File: src/rtl/rmrd_pkg.sv
`timescale 1ns / 1ps

package rmrd_pkg;

    // Configuration register indexes
    typedef enum logic [0:0] {
        CFG_MARKER_VALUE = 1'b0,
        CFG_FRAME_SIZE   = 1'b1
    } cfg_index_t;

    localparam int unsigned CFG_INDEX_W = 1;
    localparam int unsigned BYTE_W      = 8;
    localparam int unsigned LEN_W       = 9;
    localparam int unsigned QUEUE_DEPTH = 2;

    // Classified item handed from the front to the back
    typedef struct packed {
        logic [BYTE_W-1:0] code_byte;
        logic              frame_start;
        logic              is_marker;
    } rmrd_entry_t;

    // Queue status seen by both sides
    typedef struct packed {
        logic full;
        logic empty;
    } rmrd_queue_status_t;

endpackage

File: src/rtl/rmrd_front.sv
`timescale 1ns / 1ps

module rmrd_front
(
    input  logic                                   s_tvalid,
    output logic                                   s_tready,
    input  logic [rmrd_pkg::BYTE_W-1:0]            s_tdata,
    input  logic                                   s_tuser,
    input  logic [rmrd_pkg::BYTE_W-1:0]            marker_value,
    input  rmrd_pkg::rmrd_queue_status_t           queue_status,
    output logic                                   push,
    output rmrd_pkg::rmrd_entry_t                  push_entry
);

    // Take an item whenever the queue has a free slot
    assign s_tready = !queue_status.full;
    assign push     = s_tvalid && !queue_status.full;

    // Classify the byte against the marker
    always_comb
    begin
        push_entry.code_byte   = s_tdata;
        push_entry.frame_start = s_tuser;
        push_entry.is_marker   = (s_tdata == marker_value);
    end

endmodule

File: src/rtl/rmrd_queue.sv
`timescale 1ns / 1ps

module rmrd_queue
(
    input  logic                          clk,
    input  logic                          rst_n,
    input  logic                          push,
    input  rmrd_pkg::rmrd_entry_t         push_entry,
    input  logic                          pop,
    output rmrd_pkg::rmrd_entry_t         pop_entry,
    output rmrd_pkg::rmrd_queue_status_t  status
);

    localparam int unsigned PTR_W = $clog2(rmrd_pkg::QUEUE_DEPTH);
    localparam int unsigned CNT_W = $clog2(rmrd_pkg::QUEUE_DEPTH + 1);

    rmrd_pkg::rmrd_entry_t slot_reg [rmrd_pkg::QUEUE_DEPTH];
    logic [PTR_W-1:0] wr_ptr_reg, wr_ptr_next;
    logic [PTR_W-1:0] rd_ptr_reg, rd_ptr_next;
    logic [CNT_W-1:0] count_reg, count_next;

    assign status.full  = (count_reg == CNT_W'(rmrd_pkg::QUEUE_DEPTH));
    assign status.empty = (count_reg == '0);
    assign pop_entry    = slot_reg[rd_ptr_reg];

    // Advance pointers and occupancy
    always_comb
    begin
        wr_ptr_next = wr_ptr_reg;
        rd_ptr_next = rd_ptr_reg;
        count_next  = count_reg;
        if (push)
        begin
            wr_ptr_next = wr_ptr_reg + PTR_W'(1);
        end
        if (pop)
        begin
            rd_ptr_next = rd_ptr_reg + PTR_W'(1);
        end
        if (push && !pop)
        begin
            count_next = count_reg + CNT_W'(1);
        end
        else if (pop && !push)
        begin
            count_next = count_reg - CNT_W'(1);
        end
    end

    always_ff @(posedge clk or negedge rst_n)
    begin
        if (!rst_n)
        begin
            wr_ptr_reg <= '0;
            rd_ptr_reg <= '0;
            count_reg  <= '0;
        end
        else
        begin
            wr_ptr_reg <= wr_ptr_next;
            rd_ptr_reg <= rd_ptr_next;
            count_reg  <= count_next;
        end
    end

    // Store the pushed item
    always_ff @(posedge clk)
    begin
        if (push)
        begin
            slot_reg[wr_ptr_reg] <= push_entry;
        end
    end

endmodule

File: src/rtl/rmrd_back.sv
`timescale 1ns / 1ps

module rmrd_back
#(
    parameter int unsigned SIZE_BITS = 24
)
(
    input  logic                               clk,
    input  logic                               rst_n,
    input  logic [rmrd_pkg::BYTE_W-1:0]        marker_value,
    input  logic [SIZE_BITS-1:0]               frame_size,
    input  rmrd_pkg::rmrd_queue_status_t       queue_status,
    input  rmrd_pkg::rmrd_entry_t              pop_entry,
    output logic                               pop,
    output logic                               out_valid,
    input  logic                               out_ready,
    output logic [rmrd_pkg::BYTE_W-1:0]        run_value,
    output logic [rmrd_pkg::LEN_W-1:0]         run_length,
    output logic [SIZE_BITS-1:0]               total_written,
    output logic                               frame_done
);

    localparam int unsigned LEN_W = rmrd_pkg::LEN_W;
    localparam int unsigned CMP_W = (SIZE_BITS > LEN_W) ? SIZE_BITS : LEN_W;

    logic                  awaiting_reg, awaiting_next;
    logic [SIZE_BITS-1:0]  written_reg, written_next;
    logic                  out_valid_reg, out_valid_next;
    logic [rmrd_pkg::BYTE_W-1:0] value_reg, value_next;
    logic [LEN_W-1:0]      length_reg, length_next;
    logic [SIZE_BITS-1:0]  total_reg, total_next;
    logic                  done_reg, done_next;

    logic                  can_load;
    logic                  start_awaiting;
    logic [SIZE_BITS-1:0]  start_written;
    logic                  frame_full;
    logic                  emit;
    logic [rmrd_pkg::BYTE_W-1:0] req_value;
    logic [LEN_W-1:0]      req_len;
    logic [CMP_W-1:0]      room;
    logic [LEN_W-1:0]      clamp_len;
    logic [SIZE_BITS-1:0]  new_written;

    assign can_load = !out_valid_reg || out_ready;
    assign pop      = !queue_status.empty && can_load;

    // Apply the frame start, then decide what the byte does
    always_comb
    begin
        start_awaiting = pop_entry.frame_start ? 1'b0 : awaiting_reg;
        start_written  = pop_entry.frame_start ? '0 : written_reg;
        frame_full     = (start_written >= frame_size);
        emit           = 1'b0;
        req_value      = pop_entry.code_byte;
        req_len        = LEN_W'(1);
        if (!frame_full)
        begin
            if (start_awaiting)
            begin
                emit      = 1'b1;
                req_value = marker_value;
                req_len   = LEN_W'(pop_entry.code_byte) + LEN_W'(1);
            end
            else if (!pop_entry.is_marker)
            begin
                emit = 1'b1;
            end
        end
    end

    // Clamp the run to the room left in the frame
    always_comb
    begin
        room        = CMP_W'(frame_size - start_written);
        clamp_len   = (room < CMP_W'(req_len)) ? room[LEN_W-1:0] : req_len;
        new_written = SIZE_BITS'(CMP_W'(start_written) + CMP_W'(clamp_len));
    end

    // Update decoder state and the output register
    always_comb
    begin
        awaiting_next  = awaiting_reg;
        written_next   = written_reg;
        out_valid_next = out_valid_reg;
        value_next     = value_reg;
        length_next    = length_reg;
        total_next     = total_reg;
        done_next      = done_reg;
        if (can_load)
        begin
            out_valid_next = 1'b0;
        end
        if (pop)
        begin
            awaiting_next = start_awaiting;
            written_next  = start_written;
            if (!frame_full)
            begin
                if (start_awaiting)
                begin
                    awaiting_next = 1'b0;
                end
                else if (pop_entry.is_marker)
                begin
                    awaiting_next = 1'b1;
                end
            end
            if (emit)
            begin
                written_next   = new_written;
                out_valid_next = 1'b1;
                value_next     = req_value;
                length_next    = clamp_len;
                total_next     = new_written;
                done_next      = (new_written == frame_size);
            end
        end
    end

    always_ff @(posedge clk or negedge rst_n)
    begin
        if (!rst_n)
        begin
            awaiting_reg  <= 1'b0;
            written_reg   <= '0;
            out_valid_reg <= 1'b0;
        end
        else
        begin
            awaiting_reg  <= awaiting_next;
            written_reg   <= written_next;
            out_valid_reg <= out_valid_next;
        end
    end

    // Hold the result payload
    always_ff @(posedge clk)
    begin
        value_reg  <= value_next;
        length_reg <= length_next;
        total_reg  <= total_next;
        done_reg   <= done_next;
    end

    assign out_valid     = out_valid_reg;
    assign run_value     = value_reg;
    assign run_length    = length_reg;
    assign total_written = total_reg;
    assign frame_done    = done_reg;

endmodule

File: src/rtl/rle_marker_run_decoder_core.sv
`timescale 1ns / 1ps

// Channel   Direction  Handshake            Payload
// s_axis    in         s_tvalid/s_tready    tdata: code_byte; tuser: frame_start
// m_axis    out        m_tvalid/m_tready    tdata: run_value, run_length, total_written;
//                                           tlast: frame_done
// cfg       in         cfg_wr_en            cfg_index, cfg_data
//
// One item per cycle sustained while the output is not stalled; a result is registered
// in two steps after its item is taken: the item is written into the two-entry queue,
// then the back stage decodes it from the queue head into its output register.
// The back stage does the subtract, clamp and add on the frame count combinationally.
// rst_n clears the queue, decoder state, output valid and config registers at once.
// Output stalls back up through the queue; the front keeps taking items while it has room.

module rle_marker_run_decoder_core
#(
    parameter int unsigned SIZE_BITS = 24
)
(
    input  logic                                  clk,
    input  logic                                  rst_n,
    input  logic                                  s_tvalid,
    output logic                                  s_tready,
    input  logic [7:0]                            s_tdata,   // code_byte
    input  logic                                  s_tuser,   // frame_start
    output logic                                  m_tvalid,
    input  logic                                  m_tready,
    // run_value [7:0], run_length [16:8], total_written above, zero fill
    output logic [((17 + SIZE_BITS + 7) / 8) * 8 - 1:0] m_tdata,
    output logic                                  m_tlast,   // frame_done
    input  logic                                  cfg_wr_en,
    input  logic [rmrd_pkg::CFG_INDEX_W-1:0]      cfg_index,
    input  logic [SIZE_BITS-1:0]                  cfg_data
);

    localparam int unsigned PACK_W = 17 + SIZE_BITS;
    localparam int unsigned OUT_W  = ((PACK_W + 7) / 8) * 8;

    logic [rmrd_pkg::BYTE_W-1:0] marker_reg;
    logic [SIZE_BITS-1:0]        frame_size_reg;

    logic                          push;
    logic                          pop;
    rmrd_pkg::rmrd_entry_t         push_entry;
    rmrd_pkg::rmrd_entry_t         pop_entry;
    rmrd_pkg::rmrd_queue_status_t  queue_status;

    logic [rmrd_pkg::BYTE_W-1:0] run_value;
    logic [rmrd_pkg::LEN_W-1:0]  run_length;
    logic [SIZE_BITS-1:0]        total_written;

    // Write configuration registers
    always_ff @(posedge clk or negedge rst_n)
    begin
        if (!rst_n)
        begin
            marker_reg     <= '0;
            frame_size_reg <= '0;
        end
        else if (cfg_wr_en)
        begin
            unique case (cfg_index)
                rmrd_pkg::CFG_MARKER_VALUE: marker_reg     <= cfg_data[7:0];
                rmrd_pkg::CFG_FRAME_SIZE:   frame_size_reg <= cfg_data;
                default:                    ;
            endcase
        end
    end

    rmrd_front u_front
    (
        .s_tvalid     (s_tvalid),
        .s_tready     (s_tready),
        .s_tdata      (s_tdata),
        .s_tuser      (s_tuser),
        .marker_value (marker_reg),
        .queue_status (queue_status),
        .push         (push),
        .push_entry   (push_entry)
    );

    rmrd_queue u_queue
    (
        .clk        (clk),
        .rst_n      (rst_n),
        .push       (push),
        .push_entry (push_entry),
        .pop        (pop),
        .pop_entry  (pop_entry),
        .status     (queue_status)
    );

    rmrd_back #(
        .SIZE_BITS (SIZE_BITS)
    ) u_back
    (
        .clk           (clk),
        .rst_n         (rst_n),
        .marker_value  (marker_reg),
        .frame_size    (frame_size_reg),
        .queue_status  (queue_status),
        .pop_entry     (pop_entry),
        .pop           (pop),
        .out_valid     (m_tvalid),
        .out_ready     (m_tready),
        .run_value     (run_value),
        .run_length    (run_length),
        .total_written (total_written),
        .frame_done    (m_tlast)
    );

    // Pack the result fields, lowest first
    assign m_tdata = OUT_W'({total_written, run_length, run_value});

endmodule

File: config.mk
export PLATFORM = sky130hd
export DESIGN_NAME = rle_marker_run_decoder_core
export DESIGN_NICKNAME = d
export VERILOG_FILES = /design/src/rtl/rmrd_pkg.sv /design/src/rtl/rmrd_front.sv /design/src/rtl/rmrd_queue.sv /design/src/rtl/rmrd_back.sv /design/src/rtl/rle_marker_run_decoder_core.sv
export SDC_FILE = /design/constraint.sdc
export NUM_CORES = 1
export LEC_CHECK = 0
export BUFFER_PORTS_ARGS = -buffer_cell sky130_fd_sc_hd__buf_2
export CORE_ASPECT_RATIO = 1.5
export CORE_MARGIN = 3
export CORE_UTILIZATION = 37
export CTS_BUF_LIST = sky130_fd_sc_hd__clkbuf_16
export CTS_CLUSTER_SIZE = 30
export DETAILED_ROUTE_END_ITERATION = 8
export SLEW_MARGIN = 0
export SYNTH_ARGS = -nofsm -noshare
export SYNTH_HDL_FRONTEND = slang
export SYNTH_HIERARCHICAL = 1
export SYNTH_SLANG_ARGS = --single-unit
File: constraint.sdc
create_clock -name clk -period 18.5 [get_ports clk]
set_input_delay 1.85 -clock clk [delete_from_list [all_inputs] [get_ports clk]]
set_output_delay 1.85 -clock clk [all_outputs]
set_load 0.02 [all_outputs]
# Word level (Yosys, flattened, before mapping)
# Memory sizes are Yosys's and may differ from the RTL's.
# Cells that the tools add are included.
dict set report word_totals {
  n_memories 1
  latch_bits 0
  input_bits 39
  reg_bits 104
  ramBits 20
  rom_bits 0
  output_inout_bits 51
}
dict set report op_classes {
  n_mul 0
  muxes 21
  eq_ne 3
  magnitude_cmp 2
  bitwise 1
  n_shift 0
  n_addsub 7
  reduce_logical 15
  div 0
}
# name depth word_bits read_ports rd_ports_with_merged_regs wr line
set mem_list {}
lappend mem_list {u_queue.slot_reg 2 10 1 0 1 rmrd_queue.sv:17} ;# rmrd_pkg::rmrd_entry_t slot_reg [rmrd_pkg::QUEUE_DEPTH];
# operator count
set ops {}
lappend ops {{$mux W24} 2}
lappend ops {{$mux W9} 3}
lappend ops {{$add A24 B9 Y24} 1}
lappend ops {{$eq A24 B24 Y1} 1}
lappend ops {{$ge A24 B24 Y1} 1}
lappend ops {{$lt A24 B9 Y1} 1}
lappend ops {{$sub A24 B24 Y24} 1}
lappend ops {{$mux W8} 2}
lappend ops {{$mux W1} 12}
lappend ops {{$add A8 B1 Y9 const B} 1}
lappend ops {{$eq A8 B8 Y1} 1}
lappend ops {{$reduce_and A2 Y1} 3}
lappend ops {{$logic_not A1 Y1} 5}
lappend ops {{$logic_and A1 B1 Y1} 4}
lappend ops {{$mux W2} 2}
lappend ops {{$add A1 B1 Y1 const B} 2}
lappend ops {{$add A2 B1 Y2 const B} 1}
lappend ops {{$eq A2 B2 Y1 const B} 1}
lappend ops {{$logic_not A2 Y1} 1}
lappend ops {{$reduce_bool A2 Y1} 1}
lappend ops {{$sub A2 B1 Y2 const B} 1}
lappend ops {{$logic_or A1 B1 Y1} 1}
lappend ops {{$not A1 Y1} 1}

# Logic depth before layout (Yosys ltp)
# An unclocked memory read counts as a cell.
dict set report depth {
  ltp_word 8
  depth_mapped 42
  ltp_nobuf 34
}

# Cells and area by module
# Netlist, hierarchy kept.
# mod area_each_um2 cells_each n_inst seq_area_each_um2
set modules_own_cells {}
lappend modules_own_cells {rmrd_back 5825.6 623 1 1911.8}
lappend modules_own_cells {rle_marker_run_decoder_core 1247.4 77 1 800.8}
lappend modules_own_cells {rmrd_queue 947.2 47 1 700.7}
lappend modules_own_cells {rmrd_front 163.9 22 1 0.0}

# Least setup slack after synthesis
# OpenSTA, ideal clock, no wires.
dict set report synth_timing {
  kind {register to register}
  start {reg u_queue.rd_ptr_reg}
  end {reg u_back.done_reg (netlist: u_back/frame_done), data pin}
  t_required_ps 18330
  path_stages_with_launch 42
  setup_time_ps 170
  arrival_time_ps 9204
  slack_ps 9126
  path_cell_list {dfrtp_1 > buf_6 > mux2_4 > buf_4 > clkbuf_1 > clkbuf_1 > clkbuf_1 > nand2b_1 > inv_1 > fa_1 > nand2b_1 > a21oi_1 > o211ai_1 > a31oi_1 > o21ai_0 > or3_1 > clkbuf_1 > clkbuf_1 > [... 6 more ...] > o21ai_0 > nand4_1 > nor4_1 > nand4_1 > nor4_4 > mux2_2 > ha_1 > inv_1 > fa_1 > nor2b_4 > o2111a_2 > a211oi_4 > a22oi_2 > mux2_4 > or4_1 > or4b_1 > a2111o_1 > nor4_2}
}
# element line
set synth_lines {}
lappend synth_lines {{start: declaration} rmrd_queue.sv:19} ;# logic [PTR_W-1:0] rd_ptr_reg, rd_ptr_next;
lappend synth_lines {{start signal: assignment} rmrd_queue.sv:61} ;# rd_ptr_reg <= rd_ptr_next;
lappend synth_lines {{end signal: assignment} rmrd_back.sv:143} ;# done_reg <= done_next;
lappend synth_lines {{end: declaration} rmrd_back.sv:32} ;# logic done_reg, done_next;

==> results.sh <==
export IMPL_ys_flop_type="edfxtp_1"
export IMPL_die_height_um=188
export IMPL_count_of_synthesis_stage_warnings_from_yosys=6
export IMPL_nFillCells=2099
export IMPL_power_static_leakage_nw=3.92
export IMPL_cts_buffers=17
export IMPL_finalWirelength_um=22100
export IMPL_syn_mean_instance_area_um2=10.6
export IMPL_vias=6153
export IMPL_number_of_violations_of_the_max_capacitance_limit=0
export IMPL_io_pins=90
export IMPL_holdCritPathClass="reg -> reg"
export IMPL_criticalPathCategory="reg -> reg"
export IMPL_top_routing_layer_in_use="met4"
export IMPL_rsz_0062_raised_after_global_routing="false"
export IMPL_power_share_sequential_pct=32.9
export IMPL_clock_tree_from_tritoncts="built"
export IMPL_drt_pre_antenna_iters=5
export IMPL_flip_flop_and_latch_count_after_synthesis=124
export IMPL_worstPathArrival_ns=10.69
export IMPL_period_share_pct=56.4
export IMPL_switching_power_mw=0.502
export IMPL_clock_insertion_delay_at_the_later_pin_of_the_skew_report_ns=0.42
export IMPL_postLayoutCoreUtil_pct=42.9
export IMPL_numPlacedInstances=1090
export IMPL_grt_pass1_wl_um=34600
export IMPL_dpl_hpwl_um=17000
export IMPL_start_util_pct=37.7
export IMPL_met1_length_um=8610
export IMPL_number_of_synthesized_flops_with_an_enable_pin=62
export IMPL_final_hold_viol_count=0
export IMPL_grtUsageTotal_pct=18.8
export IMPL_grt_start_max_net_pins=63
export IMPL_mappedNetlistArea_um2=8180
export IMPL_clock_tree_root_cell="clkbuf_16"
export IMPL_postCtsSetupRepairBufs=0
export IMPL_postRouteAntennaNets=0
export IMPL_avgRoutedWirePerCell_um=19.7
export IMPL_detailedRoute_firstIterationViolations=327
export IMPL_yosysSeqAreaShare_pct=41.7
export IMPL_power_internal_mw=0.780
export IMPL_power_per_cell_area_nw_per_um2=138
export IMPL_wl_met2_um=11600
export IMPL_syn_instance_count=769
export IMPL_design_final_nets=923
export IMPL_p_total_mw=1.28
export IMPL_standard_cell_row_count=66
export IMPL_dieWidth_um=127
export IMPL_drive_above_1_share_pct=23.3
export IMPL_timing_critical_path_required_ns=18.75
export IMPL_end_kind="flop"
export IMPL_routed_via_density=5.48
export IMPL_area_growth_synth_to_final_pct=13.9
export IMPL_final_period_minus_worst_setup_slack_ns=10.44
export IMPL_outcome="finished, final reports clean"
export IMPL_slowest_delay_ns=0.72
export IMPL_routed_length_on_met3_um=883
export IMPL_clock_sinks=124
export IMPL_combPwrFrac_pct=41.5
export IMPL_clock_slew_seen_by_the_registers_of_the_worst_setup_and_hold_paths_ns=0.06
export IMPL_slew_headroom_pct=31.4
export IMPL_stdcell_count=1122
export IMPL_die_area_um2=24000
export IMPL_core_um2=21700
export IMPL_n_antenna_cell=0
export IMPL_clock_tree_buffer_depth=2
export IMPL_critPathLaunchType="flop"
export IMPL_worst_margin_pin_slew_ns=1.03
export IMPL_grt_overflow_total=0
export IMPL_port_buffer_count=82
export IMPL_hold_buffers=0
export IMPL_totalNegativeSetupSlack_ns=0
export IMPL_critical_path_peak_fanout=37
export IMPL_post_cts_resized=0
export IMPL_synth_cell_types=82
export IMPL_critical_path_slowest_cell="dfrtp_1"
export IMPL_asyncSetResetFlopFracSynth_pct=50.0
export IMPL_setup_violations_final=0
export IMPL_ir_worst_vdd_v=0.0000890
export IMPL_final_max_slew_violation_count=0
export IMPL_route_detailed_drc=0
export IMPL_initial_antenna_violation_count=0
export IMPL_fmax_ghz=0.0958
export IMPL_power_switching_share_pct=39.2
export IMPL_clkPwrFrac_pct=25.6
export IMPL_fin_skew_ns=0.0161
export IMPL_first_global_vias=6403
export IMPL_globalplace_congestion=0.944
export IMPL_cts_htree_levels=4
synth_stat cells (19+ instances only):
| cell type | n | area, µm² |
|---|---|---|
| dfrtp_1 | 62 | 1550 |
| nand2b_1 | 23 | 144 |
| ha_1 | 45 | 563 |
| buf_4 | 19 | 143 |
| inv_1 | 50 | 188 |
| a22o_1 | 19 | 166 |
| xnor2_1 | 41 | 359 |
| nand2_1 | 44 | 165 |
| a21oi_1 | 34 | 170 |
| edfxtp_1 | 62 | 1860 |
| nor2_1 | 40 | 150 |
| xor2_1 | 27 | 236 |
| o21ai_0 | 25 | 125 |
| mux2_2 | 53 | 597 |
layer usage:
metal | up-vias | global-route usage [%]
met5 | - | 0
met4 | 0 | 9.99
met3 | 61 | 2.65
met2 | 197 | 33.9
met1 | 2947 | 21.0
li1 | 2948 | -
critical path, delay by kind of cell, from the launching register on:
family | cells | cell delay [ns]
AOI/OAI and AO/OA | 9 | 2.12
DFF | 1 | 0.72
muxes | 2 | 0.80
adders and majority gates | 4 | 1.39
and+or+nand+nor | 14 | 4.36
buffers and inverters | 3 | 0.29
xor gates and xnor gates | 2 | 0.56
cells in the final DEF (no fill, tap or decap), types with 4 or more instances in the layout:
cell        Yosys  routed
o21a_1          5       5
and4_1          4       4
xnor2_1        41      41
clkbuf_16       0      17
nand2_1        44      44
a31oi_1         6       6
a211oi_1        6       6
buf_4          19       4
o221ai_1        5       5
mux2_2         53      53
a22o_1         19      19
mux2i_1         6       6
mux2_4         10      10
inv_1          50      50
nand4_1        14      14
nor2_1         40      40
a21oi_1        34      34
buf_2           4      82
o211ai_1        4       4
xor2_1         27      27
a21o_1         12      12
ha_1           45      45
edfxtp_1       62      62
dfrtp_1        62      62
a211o_1         4       4
nand2b_1       23      23
nor2b_1         8       8
and2_1          5       5
conb_1          1       7
nor3_1         12      12
nand3_1        18      18
nor4_1          5       5
o21ai_0        25      25
clkinvlp_4      0       5
per-stage QoR:
step	hold slack, ns	setup slack (ns)	instance area, µm²
floorplan	0.451	9.13	8210
global placement	0.466	8.34	8740
detailed placement	0.474	8.25	8740
CTS	0.487	8.16	9320
global route	0.496	7.06	9320
finish	0.484	8.06	9320
cell families after synthesis:
logic type	count (synthesis)	synth area share (%)
buffers and inverters	93	5.30
and+or+nand+nor	204	13.7
AOI/OAI and AO/OA	161	14.2
adders and majority gates	47	7.37
muxes	69	9.86
other	1	0.0458
xor gates and xnor gates	70	7.83
DFF	124	41.7
cell type report:
type	count	area [µm²]	area share [%]
sequential	124	3410	36.6
tap	272	340	3.65
clock inverter	15	151	1.62
inverter	50	188	2.01
clock buffer	17	425	4.57
timing repair buffer	86	440	4.73
multi-input combinational	558	4360	46.8
final timing paths:
| check | depth (start not counted) | from | endpoint | slack, ns |
|---|---|---|---|---|
| min reg2reg | 1 | u_queue/wr_ptr_reg | u_queue/wr_ptr_reg | 0.48 |
| max reg2reg | 34 | u_queue/rd_ptr_reg | u_back/frame_done | 8.06 |
| min | 1 | u_queue/wr_ptr_reg | u_queue/wr_ptr_reg | 0.48 |
| max in group asynchronous | 2 | rst_n | u_back/out_valid | 16.32 |
| min in group asynchronous | 2 | rst_n | frame_size_reg[22] | 1.61 |
| max | 34 | u_queue/rd_ptr_reg | u_back/frame_done | 8.06 |
power by group through the flow:
stage	Combinational [mW]	Sequential (mW)	Clock (mW)
2_1_floorplan	0.342	0.459	0
3_3_place_gp	0.529	0.427	0
3_5_place_dp	0.531	0.427	0
4_1_cts	0.535	0.423	0.338
5_1_grt	0.584	0.429	0.349
6_report	0.532	0.422	0.328
Note: power is estimated with default switching activity, not from simulation.
